<file path="src/breakpoint_linear_interpolator_core_defines.svh">
// Assertion macros for the breakpoint interpolator.
// Used by the RTL files that carry concurrent checks; no dependencies.
`ifndef BREAKPOINT_LINEAR_INTERPOLATOR_CORE_DEFINES_SVH
`define BREAKPOINT_LINEAR_INTERPOLATOR_CORE_DEFINES_SVH
`ifndef SYNTHESIS
`define BLIN_ASSERT(lbl, clk, rst, prop) \
  lbl: assert property (@(posedge clk) disable iff (rst) prop) else $error("check failed");
`define BLIN_ASSERT_IMPL(lbl, clk, rst, a, b) \
  lbl: assert property (@(posedge clk) disable iff (rst) (a) |-> (b)) else $error("check failed");
`else
`define BLIN_ASSERT(lbl, clk, rst, prop)
`define BLIN_ASSERT_IMPL(lbl, clk, rst, a, b)
`endif
`endif

</file>
<file path="src/blin_pkg.sv">
// Shared types and constants for the breakpoint interpolator.
// No dependencies.
package blin_pkg;
  localparam int MAX_ENTRIES = 16;
  localparam int AGE_W = 10;
  localparam int VAL_W = 32;
  localparam int IDX_W = 4;
  localparam int CNT_W = 5;
  localparam int DIV_BITS = VAL_W + AGE_W;
  localparam int DIV_STEPS = 6;
  localparam int DIV_STAGES = DIV_BITS / DIV_STEPS;
  localparam int LATENCY = DIV_STAGES + 6;
  localparam logic OP_WRITE = 1'b0;
  localparam logic OP_QUERY = 1'b1;

  typedef struct packed {
    logic                    op;
    logic [IDX_W-1:0]        idx;
    logic [AGE_W-1:0]        eage;
    logic signed [VAL_W-1:0] evalue;
    logic [AGE_W-1:0]        q;
    logic                    allow;
  } item_t;

  typedef struct packed {
    logic                    valid;
    logic                    beyond;
    logic                    over;
    logic                    below;
    logic                    same;
    logic                    allow;
    logic [AGE_W-1:0]        q;
    logic [AGE_W-1:0]        age_a;
    logic [AGE_W-1:0]        age_b;
    logic signed [VAL_W-1:0] val_a;
    logic signed [VAL_W-1:0] val_b;
  } rd_t;

  typedef struct packed {
    logic                    valid;
    logic                    direct;
    logic                    status;
    logic                    neg;
    logic signed [VAL_W-1:0] value;
  } tag_t;

  typedef struct packed {
    logic [DIV_BITS-1:0] dividend;
    logic [DIV_BITS-1:0] quot;
    logic [AGE_W-1:0]    rem;
    logic [AGE_W-1:0]    den;
  } div_t;
endpackage

</file>
<file path="src/blin_lookup.sv">
// Breakpoint table: parallel age compare, segment select and table read.
// Depends on blin_pkg.
module blin_lookup (
  input  logic                    clk,
  input  logic                    rst,
  input  logic                    in_valid,
  input  blin_pkg::item_t         in_item,
  input  logic [blin_pkg::IDX_W-1:0] last_idx,
  output blin_pkg::rd_t           rd
);
  import blin_pkg::*;

  logic s1_valid, s2_valid;
  item_t s1, s2;
  logic [AGE_W-1:0] age_r [MAX_ENTRIES];
  logic [MAX_ENTRIES-1:0] le1, ge1, le2, ge2;
  logic [MAX_ENTRIES-1:0] ge_f;
  logic [IDX_W-1:0] lo, hi;
  logic found;
  logic [AGE_W-1:0] age_mem [MAX_ENTRIES];
  logic signed [VAL_W-1:0] val_mem [MAX_ENTRIES];
  rd_t s3;

  always_comb begin
    for (int i = 0; i < MAX_ENTRIES; i++) begin
      le1[i] = age_r[i] <= s1.q;
      ge1[i] = age_r[i] >= s1.q;
    end
  end

  always_ff @(posedge clk) begin
    if (rst) begin
      s1_valid <= 1'b0;
      s2_valid <= 1'b0;
    end else begin
      s1_valid <= in_valid;
      s2_valid <= s1_valid;
    end
    s1 <= in_item;
    s2 <= s1;
    le2 <= le1;
    ge2 <= ge1;
    if (s1_valid && s1.op == OP_WRITE) begin
      age_r[s1.idx] <= s1.eage;
    end
  end

  always_comb begin
    ge_f = ge2;
    ge_f[last_idx] = 1'b1;
    hi = '0;
    found = 1'b0;
    for (int i = 0; i < MAX_ENTRIES; i++) begin
      if (!found && ge_f[i]) begin
        hi = IDX_W'(i);
        found = 1'b1;
      end
    end
    lo = '0;
    for (int i = 0; i < MAX_ENTRIES; i++) begin
      if (le2[i] && IDX_W'(i) <= hi) begin
        lo = IDX_W'(i);
      end
    end
  end

  always_ff @(posedge clk) begin
    if (rst) begin
      s3.valid <= 1'b0;
    end else begin
      s3.valid <= s2_valid && s2.op == OP_QUERY;
    end
    if (s2_valid && s2.op == OP_WRITE) begin
      age_mem[s2.idx] <= s2.eage;
      val_mem[s2.idx] <= s2.evalue;
    end
    s3.beyond <= le2[last_idx];
    s3.over   <= le2[last_idx] && !ge2[last_idx];
    s3.below  <= !le2[0];
    s3.same   <= lo == hi;
    s3.allow  <= s2.allow;
    s3.q      <= s2.q;
    s3.age_a  <= age_mem[lo];
    s3.val_a  <= val_mem[lo];
    s3.age_b  <= age_mem[le2[last_idx] ? last_idx : hi];
    s3.val_b  <= val_mem[le2[last_idx] ? last_idx : hi];
  end

  assign rd = s3;
endmodule

</file>
<file path="src/blin_div_stage.sv">
// One stage of the restoring divider: several quotient bits per cycle.
// Depends on blin_pkg.
module blin_div_stage (
  input  logic           clk,
  input  logic           rst,
  input  blin_pkg::tag_t tag_in,
  input  blin_pkg::div_t div_in,
  output blin_pkg::tag_t tag_out,
  output blin_pkg::div_t div_out
);
  import blin_pkg::*;

  div_t d;
  logic [AGE_W:0] r2;

  always_comb begin
    d = div_in;
    r2 = '0;
    for (int s = 0; s < DIV_STEPS; s++) begin
      r2 = {d.rem, d.dividend[DIV_BITS-1]};
      d.dividend = d.dividend << 1;
      if (r2 >= {1'b0, d.den}) begin
        d.rem = AGE_W'(r2 - {1'b0, d.den});
        d.quot = {d.quot[DIV_BITS-2:0], 1'b1};
      end else begin
        d.rem = r2[AGE_W-1:0];
        d.quot = {d.quot[DIV_BITS-2:0], 1'b0};
      end
    end
  end

  always_ff @(posedge clk) begin
    if (rst) begin
      tag_out <= '0;
    end else begin
      tag_out <= tag_in;
    end
    div_out <= d;
  end
endmodule

</file>
<file path="src/breakpoint_linear_interpolator_core.sv">
// Breakpoint interpolator top level: config, lookup, multiply, divide, saturate.
// result_valid for an accepted query is registered after s1, s2, s3 (lookup), s4, s5,
// the divider stages and the output register; one item per cycle.
// Throughput set by the fully pipelined lookup and the 7-stage divider chain.
// Write items produce no result. busy follows rst; results cannot be stalled.
// Synchronous reset clears valid bits and sets entries_in_use to 1.
`include "breakpoint_linear_interpolator_core_defines.svh"
module breakpoint_linear_interpolator_core (
  input  logic                           clk,
  input  logic                           rst,
  input  logic                           start,
  output logic                           busy,
  input  logic                           cfg_valid,
  output logic                           cfg_ready,
  input  logic [blin_pkg::CNT_W-1:0]     cfg_data,
  input  logic                           op,
  input  logic [blin_pkg::IDX_W-1:0]     entry_index,
  input  logic [blin_pkg::AGE_W-1:0]     entry_age,
  input  logic signed [blin_pkg::VAL_W-1:0] entry_value,
  input  logic [blin_pkg::AGE_W-1:0]     query_age,
  input  logic                           allow_beyond_last,
  output logic                           result_valid,
  output logic signed [blin_pkg::VAL_W-1:0] result_value,
  output logic                           status
);
  import blin_pkg::*;

  logic [CNT_W-1:0] entries_in_use;
  logic [IDX_W-1:0] last_idx;
  item_t item;
  rd_t rd;
  tag_t s4_tag, s4_tag_next, s5_tag, s5_tag_next;
  logic signed [VAL_W:0] s4_diff, diff_next;
  logic [AGE_W-1:0] s4_num, s4_den, num_next, den_next;
  logic signed [AGE_W:0] span, off;
  logic signed [VAL_W+AGE_W+1:0] prod;
  logic prod_neg;
  div_t s5_div;
  tag_t tags [DIV_STAGES+1];
  div_t divs [DIV_STAGES+1];
  logic signed [DIV_BITS:0] quot_s;
  logic signed [DIV_BITS+1:0] sum;
  logic signed [VAL_W-1:0] sat;
  logic signed [DIV_BITS+1:0] vmax, vmin;

  assign busy = rst;
  assign cfg_ready = 1'b1;

  always_ff @(posedge clk) begin
    if (rst) begin
      entries_in_use <= CNT_W'(1);
    end else if (cfg_valid && cfg_ready) begin
      entries_in_use <= cfg_data;
    end
  end

  always_comb begin
    if (entries_in_use == '0) begin
      last_idx = '0;
    end else if (entries_in_use > CNT_W'(MAX_ENTRIES)) begin
      last_idx = IDX_W'(MAX_ENTRIES - 1);
    end else begin
      last_idx = IDX_W'(entries_in_use - CNT_W'(1));
    end
  end

  assign item = '{op: op, idx: entry_index, eage: entry_age, evalue: entry_value,
                  q: query_age, allow: allow_beyond_last};

  blin_lookup u_lookup (
    .clk(clk), .rst(rst), .in_valid(start && !busy), .in_item(item),
    .last_idx(last_idx), .rd(rd)
  );

  always_comb begin
    s4_tag_next = '{valid: rd.valid, direct: 1'b1, status: 1'b0, neg: 1'b0, value: '0};
    diff_next = '0;
    num_next = '0;
    den_next = '0;
    span = $signed({1'b0, rd.age_b}) - $signed({1'b0, rd.age_a});
    off = $signed({1'b0, rd.q}) - $signed({1'b0, rd.age_a});
    if (rd.beyond) begin
      if (rd.over && !rd.allow) begin
        s4_tag_next.status = 1'b1;
      end else begin
        s4_tag_next.value = rd.val_b;
      end
    end else if (rd.below) begin
      s4_tag_next.direct = 1'b0;
      diff_next = (VAL_W+1)'(rd.val_a);
      num_next = rd.q;
      den_next = rd.age_a;
    end else if (rd.same) begin
      s4_tag_next.value = rd.val_b;
    end else if (span <= 0 || off < 0 || off >= span) begin
      s4_tag_next.value = rd.val_a;
    end else begin
      s4_tag_next.direct = 1'b0;
      s4_tag_next.value = rd.val_a;
      diff_next = (VAL_W+1)'(rd.val_b) - (VAL_W+1)'(rd.val_a);
      num_next = off[AGE_W-1:0];
      den_next = span[AGE_W-1:0];
    end
  end

  assign prod = (VAL_W+AGE_W+2)'(s4_diff) * (VAL_W+AGE_W+2)'($signed({1'b0, s4_num}));
  assign prod_neg = prod < 0;

  always_comb begin
    s5_tag_next = s4_tag;
    s5_tag_next.neg = prod_neg;
  end

  always_ff @(posedge clk) begin
    if (rst) begin
      s4_tag <= '0;
      s5_tag <= '0;
    end else begin
      s4_tag <= s4_tag_next;
      s5_tag <= s5_tag_next;
    end
    s4_diff <= diff_next;
    s4_num <= num_next;
    s4_den <= den_next;
    s5_div.dividend <= DIV_BITS'(prod_neg ? -prod : prod);
    s5_div.quot <= '0;
    s5_div.rem <= '0;
    s5_div.den <= s4_den;
  end

  assign tags[0] = s5_tag;
  assign divs[0] = s5_div;

  for (genvar g = 0; g < DIV_STAGES; g++) begin : g_div
    blin_div_stage u_stage (
      .clk(clk), .rst(rst), .tag_in(tags[g]), .div_in(divs[g]),
      .tag_out(tags[g+1]), .div_out(divs[g+1])
    );
  end

  always_comb begin
    quot_s = tags[DIV_STAGES].neg ? -$signed({1'b0, divs[DIV_STAGES].quot})
                                  : $signed({1'b0, divs[DIV_STAGES].quot});
    sum = (DIV_BITS+2)'(tags[DIV_STAGES].value) + (DIV_BITS+2)'(quot_s);
    vmax = (DIV_BITS+2)'({1'b0, {(VAL_W-1){1'b1}}});
    vmin = -vmax - 1;
    if (sum > vmax) begin
      sat = VAL_W'(vmax);
    end else if (sum < vmin) begin
      sat = VAL_W'(vmin);
    end else begin
      sat = VAL_W'(sum);
    end
  end

  always_ff @(posedge clk) begin
    if (rst) begin
      result_valid <= 1'b0;
    end else begin
      result_valid <= tags[DIV_STAGES].valid;
    end
    result_value <= tags[DIV_STAGES].direct ? tags[DIV_STAGES].value : sat;
    status <= tags[DIV_STAGES].status;
  end

  `BLIN_ASSERT(a_result_follows_query, clk, rst, result_valid == $past(start && !busy && op == OP_QUERY, LATENCY))
  `BLIN_ASSERT_IMPL(a_error_zero, clk, rst, result_valid && status, result_value == '0)
  `BLIN_ASSERT_IMPL(a_count_clamped, clk, rst, entries_in_use == '0, last_idx == '0)
endmodule

</file>
<file path="config.mk">
export PLATFORM = sky130hd
export DESIGN_NAME = breakpoint_linear_interpolator_core
export DESIGN_NICKNAME = d
export VERILOG_FILES = /design/src/blin_pkg.sv /design/src/blin_lookup.sv /design/src/blin_div_stage.sv /design/src/breakpoint_linear_interpolator_core.sv
export VERILOG_INCLUDE_DIRS = /design/src /design/src/src
export SDC_FILE = /design/constraint.sdc
export NUM_CORES = 2
export LEC_CHECK = 0
export CAP_MARGIN = 25
export CORE_MARGIN = 2
export CORE_UTILIZATION = 59
export CTS_CLUSTER_DIAMETER = 80
export DETAILED_ROUTE_END_ITERATION = 7
export DONT_BUFFER_PORTS = 1
export PLACE_DENSITY = 0.9
export SYNTH_ARGS = -nofsm -noshare
export SYNTH_HDL_FRONTEND = slang
export SYNTH_SLANG_ARGS = --single-unit
</file>
<file path="constraint.sdc">
create_clock -name clk -period 14.2 [get_ports clk]
set_input_delay 2.84 -clock clk [delete_from_list [all_inputs] [get_ports clk]]
set_output_delay 2.84 -clock clk [all_outputs]
set_load 0.01 [all_outputs]
</file>
; Word-level counts from Yosys, hierarchy flattened
; Memory sizes are Yosys's and may differ from the RTL's. A register that Yosys moved wholly into a read port is not among the register bits.
; Index checks and enable logic that the tools add are counted.
[word_totals]
wordCells = 440
n_memories = 3
ram_bits = 832
regBits = 1047
[mem_list]
columns = name, words, width, read_ports, rd_ports_with_merged_regs, wr, line
row1 = u_lookup.val_mem, 16, 32, 2, 2, 1, blin_lookup.sv:21  ; logic signed [VAL_W-1:0] val_mem [MAX_ENTRIES];
row2 = u_lookup.age_mem, 16, 10, 2, 2, 1, blin_lookup.sv:20  ; logic [AGE_W-1:0] age_mem [MAX_ENTRIES];
row3 = u_lookup.age_r, 16, 10, 16, 0, 1, blin_lookup.sv:15  ; logic [AGE_W-1:0] age_r [MAX_ENTRIES];
[op_classes]
reduce_logical = 60
mux = 123
bitwise_logic = 4
eq_ne = 1
mul = 1
magnitude_cmp = 98
addsub = 49
[ops]
columns = operator, count
row1 = two-way mux 11 bit, 42
row2 = greater-or-equal comparator 11 x 10 -> 1 bit, 41
row3 = subtractor 10 bit, 41
row4 = two-way mux 32 bit, 7
row5 = greater-or-equal comparator 10 bit, 16
row6 = <= comparator 10 bit, 16
row7 = two-way mux 33 bit, 3
row8 = two-way mux 4 bit, 19
row9 = two-way mux 10 bit, 6
row10 = adder 32 x 43 -> 44 bit, 1
row11 = > comparator 44 x 32 -> 1 bit (second input constant), 1
row12 = < comparator 44 x 1 -> 1 bit (second input constant), 1
row13 = < comparator 44 x 32 -> 1 bit (second input constant), 1
row14 = multiplier 33 x 11 -> 44 bit, 1
row15 = two-way mux 43 bit, 1
row16 = negator 42 -> 43 bit, 1
row17 = two-way mux 42 bit, 1
row18 = negator 42 bit, 1
row19 = logical AND 1 bit, 37
row20 = subtractor 32 x 32 -> 33 bit, 1
row21 = <= comparator 4 bit (first input constant), 8
row22 = two-way mux 1 bit, 29
row23 = two-way mux 3 bit, 8
row24 = subtractor 10 x 10 -> 11 bit, 2
row25 = 22 further kinds, 51

; Depth between registers and ports, before layout
[logic_depth]
word_depth = 72
depth_mapped = 78

; Modules after synthesis
; A second synthesis with hierarchy kept.
[hier_totals]
cells_unflattened = 11387
hier_area_um2 = 118497.4
[modules_own_cells]
columns = module, cells_per_inst, seq_area_each_um2, area_each_um2, instances
row1 = blin_lookup, 3610, 29988.8, 46671.0, 1
row2 = blin_div_stage at g_div[0].u_stage ..., 654, 2682.6, 6543.8, 5
row3 = breakpoint_linear_interpolator_core, 3156, 4304.1, 25876.1, 1
row4 = blin_div_stage at g_div[5].u_stage, 694, 2682.6, 6648.9, 1
row5 = blin_div_stage at g_div[6].u_stage, 657, 2682.6, 6582.6, 1

; Worst setup path before layout
; Ideal clock, no wire load.
[synth_path]
path_kind = reg2reg
start = register g_div[0].u_stage.div_out[1] (netlist bit)
end = register g_div[1].u_stage.div_out[17] (netlist bit)
arrival_time_ns = 15.102
path_stages_with_launch = 78
slack_ns = -1.024
setup_time_ns = 0.122
required_time_ns = 14.078
period_less_slack_ns = 15.224
cell_sequence = dfxtp_1 > inv_1 > ha_1 > nor2b_1 > o21ai_2 > a21oi_1 > or4_1 > a31oi_1 > buf_2 > nor2_1 > a21oi_1 > inv_1 > ha_1 > nor2b_1 > o21a_1 > o21ai_1 > a21oi_1 > o31a_1 > [42 not listed] > buf_2 > inv_2 > buf_2 > o21ai_0 > ha_1 > nor2b_1 > o21ai_0 > nand2b_1 > a21o_1 > a21o_1 > a21o_1 > a21o_1 > a21oi_1 > a21oi_1 > nor4_2 > o21ba_1 > buf_2 > a221o_1
[synth_lines]
columns = element, line
row1 = from (decl), blin_div_stage.sv:9  ; output blin_pkg::div_t div_out
row2 = from (signal assigned), blin_div_stage.sv:38  ; div_out <= d;
row3 = to (signal assigned), blin_div_stage.sv:38
row4 = to (decl), blin_div_stage.sv:9

==> results.md <==
- Layout cells sized above 1: 0.103
- Gr usage total: 0.317
- CP max stage cell: or4_4
- CTS tree: yes
- Synth cell count leaders: dfxtp_1 (1131), edfxtp_1 (832), nand2_1 (799)
- Die width: 435 um
- Syn Nets: 11636
- CP Capture Type: flop
- Max-slew violation count: 0
- Worst min path class: reg2reg
- Drt first-iter violations: 10914
- Vias: 85327
- # H-tree levels: 4
- Chip height: 435 um
- Synthesis warning total: 0
- Max Used Layer: met5
- Fillers: 13135
- First-pass GRT wire length: 470000 um
- Die ar.: 189000 sq um
- FFs w/ async S/R, synth: 0
- Crit path top cell by count: a21o_1
- DRC viols: 0
- Met3 wire length: 33500 um
- M1 wire length: 112000 um
- Largest net degree at the start of global routing: 332
- Final design utilization: 0.654
- Vias in the first global route: 85141
- Top post-synthesis cells by area: edfxtp_1 (23%), dfxtp_1 (21%), ha_1 (8.9%), fa_1 (5.9%), mux2i_1 (3.3%)
- Max_cap viols: 0
- GR Overflow Total: 0
- Cells after Synth: 10468
- Yosys reg bits: 1963
- Fin. Hold Viols: 0
- RePlAce Congestion: 0.980
- Root Buffer Master: clkbuf_16
- Reg clk slew, reported paths: 0.06 ns
- CP max FO: 11
- Synthesized area per cell: 10.5 sq um
- Sequential element share of the synthesized area: 0.435
- WS Path Type: reg2reg
- Insertion delay to the later sink of the worst-skew pair: 0.89 ns
- Crit share post-route: 0.960
- Cts bufs inserted: 192
- Final-stage net count: 11721
- Clk sinks: 1963
- Clock Tree Buf Depth: 3
- Bufs and invs on worst path: 8
- Clock Skew: 0.0710 ns
- DRT Pass-1 Iters: 7
- Final critical-path required period: 13.63 ns
- # port buffers: 0
- Mapped cell area: 109000 sq um
- Synthesis-to-layout area growth: 10.4%
- Fmax: 73.4 MHz
- WL per Instance: 23.4 um
- Row Count: 158
- Top cell type's share of synthesized area: 0.228
- Antenna violations before repair: 14
- Relative slew slack: 0.167
- Total wire length: 309000 um
- Synth area leader: edfxtp_1
- Outcome: finished clean
- Req. time, crit path: 14.91 ns
- DR WL met2: 143000 um
- CP Launch Type: flop
- Post-DRT Antenna Nets: 0
- DP HPWL: 203000 um
- Hold Buf Count CTS: 0
- Worst Path Arrival: 14.33 ns
- Core area: 185000 sq um
- Initial cell density of the core: 0.592
- Worst-Margin Slew: 1.25 ns
- Count leader, synth: dfxtp_1
- Count of different cell masters after synthesis: 121
- Vias per inst: 6.46
- Top_reg_cell synth: dfxtp_1
- EDFF count, synth: 832
- Setup violators final: 0
- I/O pin cnt: 103
- CP top delay family: compound AO/OA/AOI/OAI gates
- Crit path largest cell delay: 0.51 ns
## layer usage
| metal | vias to the layer above | global-route usage |
|---|---|---|
| met3 | 1452 | 0.0629 |
| li1 | 37783 | - |
| met4 | 6 | 0.189 |
| met2 | 5666 | 0.519 |
| met5 | - | 0 |
| met1 | 40420 | 0.390 |
## per-stage QoR
step | TNS (ns) | cells | instance area, sq um | hold slack, ns | setup slack (ns)
global route | -1.78 | 13208 | 121000 | 0.308 | -0.124
CTS | 0 | 13159 | 120000 | 0.302 | 0.0103
finish | 0 | 13209 | 121000 | 0.292 | 0.571
detailed placement | -0.573 | 12797 | 113000 | 0.312 | -0.557
floorplan | 0 | 10468 | 109000 | 0.310 | 0.00191
global placement | -0.0961 | 12796 | 113000 | 0.310 | -0.0961
## state kept, by name (all words and copies together) (netlist names), 5 cells and up
| register | count |
|---|---|
| divs | 52 |
| entries_in_use | 5 |
| g_div.u_stage.div_out | 414 |
| g_div.u_stage.tag_out | 252 |
| result_value | 32 |
| s4_den | 10 |
| s4_diff | 33 |
| s4_num | 10 |
| s4_tag | 35 |
| s5_tag | 36 |
| u_lookup.age_mem | 160 |
| u_lookup.age_r | 160 |
| u_lookup.ge2 | 16 |
| u_lookup.le2 | 16 |
| u_lookup.rd | 100 |
| u_lookup.s1 | 58 |
| u_lookup.s2 | 58 |
| u_lookup.val_mem | 512 |
## path summary, 6_finish.rpt
check	to	slack [ns]	startpoint	depth (start not counted)
min	g_div[1].u_stage.div_out[95]$_DFF_P_	0.29	g_div[0].u_stage.div_out[89]$_DFF_P_	0
max reg2reg	g_div[1].u_stage.div_out[17]$_DFF_P_	0.57	g_div[0].u_stage.div_out[1]$_DFF_P_	65
max	g_div[1].u_stage.div_out[17]$_DFF_P_	0.57	g_div[0].u_stage.div_out[1]$_DFF_P_	65
min reg2reg	g_div[1].u_stage.div_out[95]$_DFF_P_	0.29	g_div[0].u_stage.div_out[89]$_DFF_P_	0
## timing repair
action                                  4_1_cts  5_1_grt
gates resized for setup                       9      144
gates cloned                                  0        1
buffers inserted                              0       35
pin swaps                                     1       28
endpoints found under the setup margin       19       67
## worst reg2reg max path, delay by kind of cell, from the launching register on
kind	cells	cell delay, ns
adder cells (fa/ha/maj)	6	1.64
multiplexers	3	0.95
AND/OR/NAND/NOR	13	2.68
buffers and inverters	8	0.96
AO/OA/AOI/OAI	35	6.91
flip-flops	1	0.35
## cell families (layout without fill, tap and decap cells)
logic type,Yosys count,count (layout),share of synthesized area
other,1,9,0.0000343
flip-flops,1963,1963,0.435
AND/OR/NAND/NOR,2861,2861,0.135
adder cells (fa/ha/maj),1103,1103,0.148
multiplexers,591,592,0.0572
buffers and inverters,1197,1449,0.0433
AO/OA/AOI/OAI,2312,2312,0.146
XOR/XNOR,440,440,0.0352
## cell type report
cell class	count	area [sq um]	share of cell area
Multi-Input combinational cell	7309	57800	0.478
Sequential cell	1963	47600	0.394
Clock buffer	259	5490	0.0454
Tap cell	2480	3100	0.0257
Inverter	745	2820	0.0233
Timing Repair Buffer	342	2750	0.0227
Clock inverter	103	1260	0.0104
Antenna cell	8	20.0	0.000166
## layout by cell type (no fill, tap or decap), types with 283 or more instances in the layout
cell type  Yosys  routed
o21ai_0      341     292
edfxtp_1     832     832
xnor2_1      284     283
inv_1        733     725
nor2_1       443     428
fa_1         325     325
mux2i_1      359     350
dfxtp_1     1131    1121
nand2_1      799     796
buf_4         11     329
ha_1         776     775
a21oi_1      465     447
nor2b_1      547     546
Power is not shown: default switching activity piles up to over one toggle a cycle in this logic, so the estimate is an artifact.
